**config.mk**
```make
export PLATFORM = sky130hd
export DESIGN_NAME = cmdq_flags
export DESIGN_NICKNAME = d
export VERILOG_FILES = /design/src/cmdq_pkg.sv /design/src/cmdq_flags.sv
export SDC_FILE = /design/constraint.sdc
export NUM_CORES = 1
export LEC_CHECK = 0
export ABC_AREA = 1
export BUFFER_PORTS_ARGS = -buffer_cell sky130_fd_sc_hd__buf_4
export CAP_MARGIN = 20
export CORE_AREA = 2 2 332 268
export DETAILED_ROUTE_END_ITERATION = 16
export DIE_AREA = 0 0 334 270
export GPL_TIMING_DRIVEN = 0
export PLACE_DENSITY = 0.44
export SETUP_SLACK_MARGIN = 0.15
export SLEW_MARGIN = 15
export SYNTH_ARGS = -nofsm -noshare
export SYNTH_HDL_FRONTEND = slang
export SYNTH_SLANG_ARGS = --single-unit
```
**constraint.sdc**
```tcl
create_clock -name clk -period 1.8 [get_ports clk]
set_clock_uncertainty 0.2 [all_clocks]
set_input_delay 0.09 -clock clk [delete_from_list [all_inputs] [get_ports clk]]
set_output_delay 0.09 -clock clk [all_outputs]
set_load 0.005 [all_outputs]
```
**src/cmdq_pkg.sv**
```systemverilog
package cmdq_pkg;

  localparam int NUM_PORTS   = 4;
  localparam int CMD_WORDS   = 8;
  localparam int QUEUE_DEPTH = 8;
  localparam int IND_COUNT   = 256;

  localparam int PORT_W = $clog2(NUM_PORTS);
  localparam int WSEL_W = $clog2(CMD_WORDS);
  localparam int PTR_W  = $clog2(QUEUE_DEPTH);
  localparam int CNT_W  = PTR_W + 1;
  localparam int IDX_W  = $clog2(IND_COUNT);
  localparam int STG_AW = PORT_W + WSEL_W;
  localparam int Q_AW   = PTR_W + WSEL_W;

  localparam logic [1:0] RT_CPU  = 2'd0;
  localparam logic [1:0] RT_SYNC = 2'd1;
  localparam logic [1:0] RT_RESP = 2'd2;
  localparam logic [1:0] RT_TICK = 2'd3;

  localparam logic [2:0] ST_OK        = 3'd0;
  localparam logic [2:0] ST_BAD_WIN   = 3'd1;
  localparam logic [2:0] ST_BAD_CTRL  = 3'd2;
  localparam logic [2:0] ST_BLOCKED   = 3'd3;
  localparam logic [2:0] ST_BAD_SYNC  = 3'd4;
  localparam logic [2:0] ST_EMPTY     = 3'd6;
  localparam logic [2:0] ST_SIZE      = 3'd7;

  localparam logic [63:0] CTRL_PUSH = 64'd0;
  localparam logic [63:0] CTRL_POP  = 64'd1;

  localparam logic [3:0] DT_SYNC     = 4'h1;
  localparam logic [7:0] OP_WAIT     = 8'h00;
  localparam logic [7:0] OP_SET      = 8'h01;
  localparam logic [3:0] TARGET_HIGH = 4'h7;

  typedef struct packed {
    logic              rd;
    logic [STG_AW-1:0] raddr;
    logic              wr;
    logic [STG_AW-1:0] waddr;
    logic [63:0]       wdata;
    logic              clr;
    logic [PORT_W-1:0] clr_port;
  } stg_req_t;

  typedef struct packed {
    logic             rd;
    logic [IDX_W-1:0] raddr;
    logic             wr;
    logic [IDX_W-1:0] waddr;
    logic             wdata;
  } flag_req_t;

endpackage

```
**src/cmdq_flags.sv**
```systemverilog
module cmdq_flags import cmdq_pkg::*; (
  input  logic      clk,
  input  logic      rst,
  input  flag_req_t req,
  output logic      flag
);

  logic                 mem [IND_COUNT];
  logic [IND_COUNT-1:0] vld;
  logic                 q;
  logic                 q_vld;

  always_ff @(posedge clk) begin
    if (req.wr) begin
      mem[req.waddr] <= req.wdata;
    end
    if (req.rd) begin
      q <= mem[req.raddr];
    end
  end

  always_ff @(posedge clk) begin
    if (rst) begin
      vld   <= '0;
      q_vld <= 1'b0;
    end else begin
      if (req.wr) begin
        vld[req.waddr] <= 1'b1;
      end
      if (req.rd) begin
        q_vld <= vld[req.raddr];
      end
    end
  end

  assign flag = q & q_vld;

endmodule

```
==> results by group <==
Clocking
  – Maximum clock path buffer count: 3
  – Clock Latency Late Sink: 0.63 ns
  – Worst-path clk slew: 0.07 ns
  – TritonCTS Buffers: 55
  – # hold bufs at CTS: 12
  – CTS root buf: clkbuf_16
  – CTS tree: built
  – TritonCTS Sinks: 514
  – Max H-tree Level: 2

Timing
  – Final worst slack: -0.02822 ns
  – Final Hold Fails: 2
  – Setup Viol. Count Final: 1
  – Tmin final: 1.828 ns
  – Slew at the pin closest to its max-slew limit: 1.099 ns
  – Fin crit share: 101.6%
  – Max-slew violation count: 0
  – Hold_ws: -0.3452 ns
  – Slew margin rel.: 26.73%
  – RSZ-0062 raised after global routing: yes
  – Max Clk Rate: 547.0 MHz

Critical path
  – Crit-path max cell delay: 0.86 ns
  – CP arrival: 2.14 ns
  – CP Data Required Time: 2.11 ns
  – Crit. End Element: flip-flop
  – WS Path Type: primary input to flip-flop
  – CP max-delay cell: buf_1
  – Crit-path cells: buf_4 > inv_2 > buf_1 > nand2_1 > nand3_1 > nand3_1 > nand2_2 > nand2_1 > nand3_1 > nand3_2 > nand2_1
  – Largest fanout on the critical path: 10
  – Startpoint type of the worst setup path: primary input

Final layout
  – Layout cell share with drive strength beyond 1: 13.25%
  – Area Growth Syn to Fin: 19.74%
  – Final net count: 2,676
  – Final design utilization: 29.75%

Place
  – RD Place Congestion: 0.9075
  – Pre-CTS setup slack: -1.063 ns
  – Hpwl dp: 68.54 mm
  – Port buffer count: 16

Run status
  – Violated checks: hold timing, setup timing
  – Status: complete, but fails checks

Route
  – Vias: 19,520
  – DR pass1 iterations: 6
  – Per-cell routed wire length: 27.57 um
  – DRC: 0
  – Number of vias per cell: 5.083
  – WL final: 105.9 mm
  – Iteration-0 DRC Markers: 2,841
  – Antenna-violating nets left: 0

Synthesis
  – Seq cells post-synth: 514
  – Syn Nets: 2,584
  – Register area share after synthesis: 59.57%
  – Distinct cell type count after synthesis: 22
  – Netlist Area Pre-Place: 0.02159 sq mm
  – Avg Inst Size Synth: 8.424 sq um
  – Yosys warns: 0
  – Syn Inst Count: 2,563

Floorplanning
  – Initial Util: 24.85%
  – Ports: 22
  – CORE AREA: 0.08690 sq mm
  – Die Span Y: 270 um
  – Core Rows: 97
  – Die area: 0.09018 sq mm
  – DIE WIDTH: 334 um

Global route
  – Largest net degree at the start of global routing: 116
  – Remaining global-route overflow: 0
  – Initial antenna violation count: 11
  – First-pass GRT wire length: 144.3 mm
  – Gr usage total: 22.94%
  – Vias in the first global route: 18,330

Power
  – Leakage: 8.931 nW
  – Total Power: 26.39 mW
  – PwrDens: 1021 mW/mm^2
  – Maximum vdd drop: 0.7041 mV

Job
  – Max-cap violations: 0

Min path
  – Min-Delay Path Class: primary input to flip-flop
[path summary, 6_finish.rpt]
kind         startpoint  endpoint  slack, ns  cells past startpoint
max             req[12]         q      -0.03                     11
min             req[17]         q      -0.35                      3
max reg2reg    mem[241]         q          0                     10
min reg2reg    vld[156]  vld[156]       0.27                      2
[routing by layer]
layer | wire, um | vias up | GRT usage [%]
li1 | - | 8591 | -
met1 | 46520 | 9608 | 33.24
met2 | 41840 | 1114 | 31.61
met3 | 13240 | 205 | 7.058
met4 | 4169 | 4 | 8.440
met5 | 140 | - | 0
[layout by cell type, fill, tap and decap left out, types with 12 or more instances in the layout]
cell / count
buf_6: 28
clkbuf_2: 27
o21ai_0: 48
clkbuf_4: 13
nand2_1: 343
inv_1: 72
dfxtp_1: 255
o21ai_2: 17
buf_4: 36
nor2_1: 927
o21ai_1: 62
clkbuf_1: 57
nand3_1: 249
edfxtp_1: 257
clkbuf_16: 57
o22ai_1: 53
nor2_2: 13
nand3_2: 55
clkinv_2: 14
buf_2: 36
dlygate4sd3_1: 12
[sequential cells by signal (all words and copies together) (netlist names)]
| signal | count |
|---|---|
| mem | 256 |
| vld | 256 |
| q | 1 |
| q_vld | 1 |
[cell type report]
class / count / area [sq um]
fillers: 9429 / 61040
flip-flops and latches: 514 / 12860
multi-input cells: 1802 / 8029
clock buffers: 84 / 1628
well taps: 1138 / 1424
plain buffers: 170 / 1075
repair buffers: 35 / 375.4
inverters: 77 / 296.5
clock inverters: 19 / 156.4
diodes: 2 / 5.005
[critical path, delay by kind of cell]
| family | cells | cell delay, ns |
|---|---|---|
| buffers and inverters | 3 | 1.22 |
| and+or+nand+nor | 8 | 0.80 |
[stage by stage]
step / std cells / instance area [sq um] / setup TNS (ns)
detailed placement: 3723 / 23280 / -228.01
finish: 3841 / 25850 / -0.02822
global route: 3839 / 25850 / -0.03658
global placement: 3717 / 23130 / -612.65
CTS: 3839 / 25440 / -0.07064
floorplan: 2563 / 21590 / 0
[synthesized netlist by cell type, drive strengths merged]
| master | n | area, sq um |
|---|---|---|
| nand2 | 354 | 1329 |
| dfxtp | 257 | 5145 |
| nand3 | 307 | 1536 |
| nor3 | 2 | 10.01 |
| o21ai | 127 | 639.4 |
| clkbuf | 83 | 311.6 |
| nor2 | 943 | 3540 |
| o22ai | 63 | 394.1 |
| clkinv | 1 | 3.750 |
| a21oi | 1 | 5.000 |
| edfxtp | 257 | 7717 |
| o21ba | 5 | 50.05 |
| inv | 76 | 287.8 |
| buf | 87 | 621.8 |
[kinds of logic (layout without fill, tap and decap cells)]
logic type             count (synthesis)  after routing  synth area share [%]
buffers and inverters                247            385                 5.673
flip-flops                           514            514                 59.57
other                                  0              2                     0
AO/OA/AOI/OAI                        196            196                 5.042
AND/OR/NAND/NOR                     1606           1606                 29.71
[report_power, final]
part	total [mW]	leakage [nW]	switching, mW	internal (mW)
registers	12.3	4.38	0.0127	12.3
clock network	11.6	0.886	5.11	6.51
logic	2.46	3.66	1.92	0.540
total	26.4	8.93	7.04	19.3
[timing repair]
item / in CTS / in global routing
pin swaps: 8 / 29
gates resized for setup: 84 / 167
setup buffers: 1 / 0
endpoints found under the setup margin: 238 / 116
hold endpoints to repair: 217 / 2
No activity file was read; power rests on OpenSTA's default activity.
