**src/cmdq_pkg.sv**
```systemverilog
package cmdq_pkg;

  localparam int NUM_PORTS   = 4;
  localparam int CMD_WORDS   = 8;
  localparam int QUEUE_DEPTH = 8;
  localparam int IND_COUNT   = 256;

  localparam int PORT_W = $clog2(NUM_PORTS);
  localparam int WSEL_W = $clog2(CMD_WORDS);
  localparam int PTR_W  = $clog2(QUEUE_DEPTH);
  localparam int CNT_W  = PTR_W + 1;
  localparam int IDX_W  = $clog2(IND_COUNT);
  localparam int STG_AW = PORT_W + WSEL_W;
  localparam int Q_AW   = PTR_W + WSEL_W;

  localparam logic [1:0] RT_CPU  = 2'd0;
  localparam logic [1:0] RT_SYNC = 2'd1;
  localparam logic [1:0] RT_RESP = 2'd2;
  localparam logic [1:0] RT_TICK = 2'd3;

  localparam logic [2:0] ST_OK        = 3'd0;
  localparam logic [2:0] ST_BAD_WIN   = 3'd1;
  localparam logic [2:0] ST_BAD_CTRL  = 3'd2;
  localparam logic [2:0] ST_BLOCKED   = 3'd3;
  localparam logic [2:0] ST_BAD_SYNC  = 3'd4;
  localparam logic [2:0] ST_EMPTY     = 3'd6;
  localparam logic [2:0] ST_SIZE      = 3'd7;

  localparam logic [63:0] CTRL_PUSH = 64'd0;
  localparam logic [63:0] CTRL_POP  = 64'd1;

  localparam logic [3:0] DT_SYNC     = 4'h1;
  localparam logic [7:0] OP_WAIT     = 8'h00;
  localparam logic [7:0] OP_SET      = 8'h01;
  localparam logic [3:0] TARGET_HIGH = 4'h7;

  typedef struct packed {
    logic              rd;
    logic [STG_AW-1:0] raddr;
    logic              wr;
    logic [STG_AW-1:0] waddr;
    logic [63:0]       wdata;
    logic              clr;
    logic [PORT_W-1:0] clr_port;
  } stg_req_t;

  typedef struct packed {
    logic             rd;
    logic [IDX_W-1:0] raddr;
    logic             wr;
    logic [IDX_W-1:0] waddr;
    logic             wdata;
  } flag_req_t;

endpackage

```
**src/cmdq_stage.sv**
```systemverilog
module cmdq_stage import cmdq_pkg::*; (
  input  logic        clk,
  input  logic        rst,
  input  stg_req_t    req,
  output logic [63:0] rdata
);

  logic [63:0] mem [NUM_PORTS*CMD_WORDS];
  logic [NUM_PORTS*CMD_WORDS-1:0] vld;
  logic [63:0] q;
  logic        q_vld;

  always_ff @(posedge clk) begin
    if (req.wr) begin
      mem[req.waddr] <= req.wdata;
    end
    if (req.rd) begin
      q <= mem[req.raddr];
    end
  end

  // An entry that was never written since reset or since its push reads as zero.
  always_ff @(posedge clk) begin
    if (rst) begin
      vld   <= '0;
      q_vld <= 1'b0;
    end else begin
      if (req.wr) begin
        vld[req.waddr] <= 1'b1;
      end
      if (req.clr) begin
        vld[req.clr_port*CMD_WORDS +: CMD_WORDS] <= '0;
      end
      if (req.rd) begin
        q_vld <= vld[req.raddr];
      end
    end
  end

  assign rdata = q_vld ? q : 64'd0;

endmodule

```
**config.mk**
```make
export PLATFORM = sky130hd
export DESIGN_NAME = cmdq_stage
export DESIGN_NICKNAME = d
export VERILOG_FILES = /design/src/cmdq_pkg.sv /design/src/cmdq_stage.sv
export SDC_FILE = /design/constraint.sdc
export NUM_CORES = 2
export LEC_CHECK = 0
export ABC_AREA = 1
export BUFFER_PORTS_ARGS = -buffer_cell sky130_fd_sc_hd__buf_2
export CORE_ASPECT_RATIO = 2
export CORE_MARGIN = 2
export CORE_UTILIZATION = 50
export CTS_CLUSTER_SIZE = 28
export DETAILED_ROUTE_END_ITERATION = 8
export PLACE_DENSITY = 0.64
export SYNTH_ARGS = -nofsm -noshare
export SYNTH_HDL_FRONTEND = slang
export SYNTH_SLANG_ARGS = --single-unit
```
**constraint.sdc**
```tcl
create_clock -name clk -period 10.5 [get_ports clk]
set_input_delay 1.05 -clock clk [delete_from_list [all_inputs] [get_ports clk]]
set_output_delay 1.05 -clock clk [all_outputs]
set_load 0.05 [all_outputs]
```
==> results.cfg <==
[clocking]
clockBufferDepth = 4
post-cts-setup-buffers = 0
clock_tree.htree_level_count = 4
tritoncts = done
clk_latency_ps = 830
cts_inserted_buffers = 184
cts_sinks = 2145
resized_cells_post_cts = 0
ctsHoldBuffers = 0
cts.reportedPaths.clkPinSlew_ps = 70
clock-root-buffer = clkbuf_16

[timing]
aggregate_negative_setup_slack_ps = 0
setup_viol = 0
final_min_period_over_clock_period = 0.3924
timing.final.ws_setup_ps = 6380
fmax_mhz = 242.7
worst_slew_pin_slew_ps = 1224
number_of_pins_exceeding_their_max_slew_limit_in_the_final_report = 0
clock_skew_ps = 51.04
rsz0062_at_grt = false
final-hold-violation-count = 0
slew_headroom = 0.1843
layout_min_cycle_time_ps = 4120

[placement]
dpl_worst_slack_ps = 5716
io_buffer_count = 144
hpwl_mm = 114.0
gpl.final_weighted_congestion = 0.7712

[yosys]
syn_inst = 6631
synth.top_cell.area_share = 0.7534
synthDistinctLibCells = 18
ys_warn_count = 0
post-synth-top-area-cell = edfxtp_1
synth-seq-area-share = 0.7613
dominantRegCellSynth = edfxtp_1
synthTopCellsByArea = edfxtp_1 (75%), o21ai_0 (5.1%), nand2_1 (4.7%)
synth.cell_area_um2 = 84170
synth-seq-cells = 2145
post_synth.cell_area_avg_um2 = 12.69
synthArstFlopShare = 0
yosysMostFrequentCell = edfxtp_1
commonest_cells_in_the_synthesized_netlist = edfxtp_1 (2112), nand2_1 (1063), nor2_1 (970), o21ai_0 (862), nand3_1 (472)
synth_enable_flop_cells = 2112
syn_nets = 6712

[setup_path]
r2r.worst_path.cells = 5
path_class = input pin to flop
crit_family = buffers and inverters
crit_end = q[22]$_DFFE_PP_
rrSetupSlack_ps = 8660
startpoint_of_the_most_critical_register_to_register_path = q_vld$_SDFFE_PP0P_
critPathMaxStageDelay_ps = 860
crit_path_start_kind = input pin
r2r_end = q_vld$_SDFFE_PP0P_
worst-endpoint-required_ps = 11200
critical_path_peak_fanout = 162
critical_path_depth = 12
cpMostUsedCell = nand2_1
cp.buffers_inverters = 4
critical_path.slowest_cell = buf_4
worst_ep_arrival_time_ps = 4820
critical_path.cell_chain = buf_8 > buf_4 > buf_12 > buf_4 > o21ai_0 > o22ai_1 > nand2_1 > nand2_1 > nand2_1 > nand2_1 > nand2_1 > nand2_1
critPathCaptureType = flop
crit_start = req[74]

[floorplan]
die_h_um = 584.3
io_pins = 145
die-area_um2 = 171800
floorplan.rows = 213
core_area_um2 = 167900
initial_utilization = 0.5013
chipWidth_um = 294.1

[detailed_routing]
vias_per_cell = 6.190
drtPass1Iterations = 5
routed_wirelength_mm = 243.3
drtIter0Drc = 6260
drt_drc_violations_left = 0
dr_total_vias = 55194
antenna_left = 0
wl_per_cell_um = 27.29

[run]
drv_cap = 0

[pwr]
ir_worst_vdd_v = 0.0001225
total_power_per_unit_cell_area_nw_per_um2 = 187.1
power_leakage_uw = 0.03130

[final_layout]
drive_gt1_frac = 0.08113
design.final.nets = 6695
synthToLayoutAreaGrowth_pct = 9.987

[global_route]
grt_pass1_vias = 53203
grt_pass1_wl_mm = 351.6
grt.total_usage = 0.2797
gr-total-overflow = 0
pin_count_of_the_biggest_net_entering_global_routing = 250
antenna_violations_before_repair = 21

[hold_path]
worst_hold_path_type = flop to flop
hold_path.startpoint = vld[2]$_SDFF_PP0_

[outcome]
status = finished, final reports clean
-- cells by family (layout without fill, tap and decap cells) --
kind of cell           Yosys count  count (layout)  share of synthesized area
buffers and inverters          567             691                    0.02887
AOI/OAI and AO/OA             1402            1402                    0.09041
DFF                           2145            2145                     0.7613
other                            0              11                          0
and+or+nand+nor               2517            2517                     0.1194
-- per-stage QoR --
stage               instances  hold slack, ps    util  cell area [µm²]  power [µW]
finish                   8916           468.6  0.5514            92580       17320
global route             8906           499.8  0.5513            92560       17780
CTS                      8905           472.4  0.5512            92550       17380
detailed placement       8578           457.9  0.5168            86760       10780
global placement         8578           450.1  0.5168            86760       10750
floorplan                6631           440.7       -            84170       10370
-- where the power goes --
group / internal (µW) / leakage, µW / total (µW) / switching, µW
clock: 3710 / 0.00286 / 6720 / 3010
combinational: 243 / 0.00908 / 1030 / 787
sequential: 9530 / 0.0194 / 9570 / 40.2
total: 13500 / 0.0313 / 17300 / 3840
-- worst register-to-register path, cell delays in order, from the launching register on --
cell     delay (ps)
dfxtp_4         700
buf_4           580
nor2_1          110
nor2_1          260
nand2_1          80
inv_1            50
-- metal layers --
| layer | track usage | share of wire |
|---|---|---|
| met1 | 0.3560 | 0.37 |
| met2 | 0.4815 | 0.50 |
| met3 | 0.03541 | 0.085 |
| met4 | 0.1216 | 0.046 |
| met5 | 0 | 0.00031 |
-- cells in the final DEF, fill, tap and decap left out, types with 5 or more instances in the layout --
master	netlist	routed
a21oi_1	98	98
buf_12	0	5
buf_2	128	138
buf_4	25	102
bufinv_16	0	16
clkbuf_1	257	35
clkbuf_16	0	189
clkinv_1	0	31
clkinv_2	0	44
dfxtp_1	33	32
diode_2	0	11
edfxtp_1	2112	2112
inv_1	114	110
nand2_1	1063	1063
nand3_1	472	472
nor2_1	970	938
nor2_4	0	32
nor3_1	12	12
o21ai_0	862	862
o22ai_1	402	402
o31ai_1	36	36
-- layout make-up --
class                   instances  area [µm²]
well taps                    2150        2690
diodes                         11       27.53
inverters                     115       473.0
clock buffers                 228        4910
flip-flops and latches       2145       64090
repair buffers                249        1613
fillers                     13574       75320
clock inverters                99       879.6
multi-input cells            3919       17900
-- how the worst min path moves through the flow --
stage / to / slack, ps / cells after the start
5_1_grt: vld[22]$_SDFF_PP0_ / 500 / 2
4_1_cts: vld[25]$_SDFF_PP0_ / 470 / 2
3_3_place_gp: vld[4]$_SDFF_PP0_ / 450 / 2
3_5_place_dp: vld[27]$_SDFF_PP0_ / 460 / 2
2_1_floorplan: vld[0]$_SDFF_PP0_ / 440 / 2
6_report: vld[2]$_SDFF_PP0_ / 470 / 2
-- state kept, by name, indices dropped and copies added, names as in the netlist --
signal,cells
mem,2048
q,64
q_vld,1
vld,32
No activity file was read; power rests on OpenSTA's default activity.
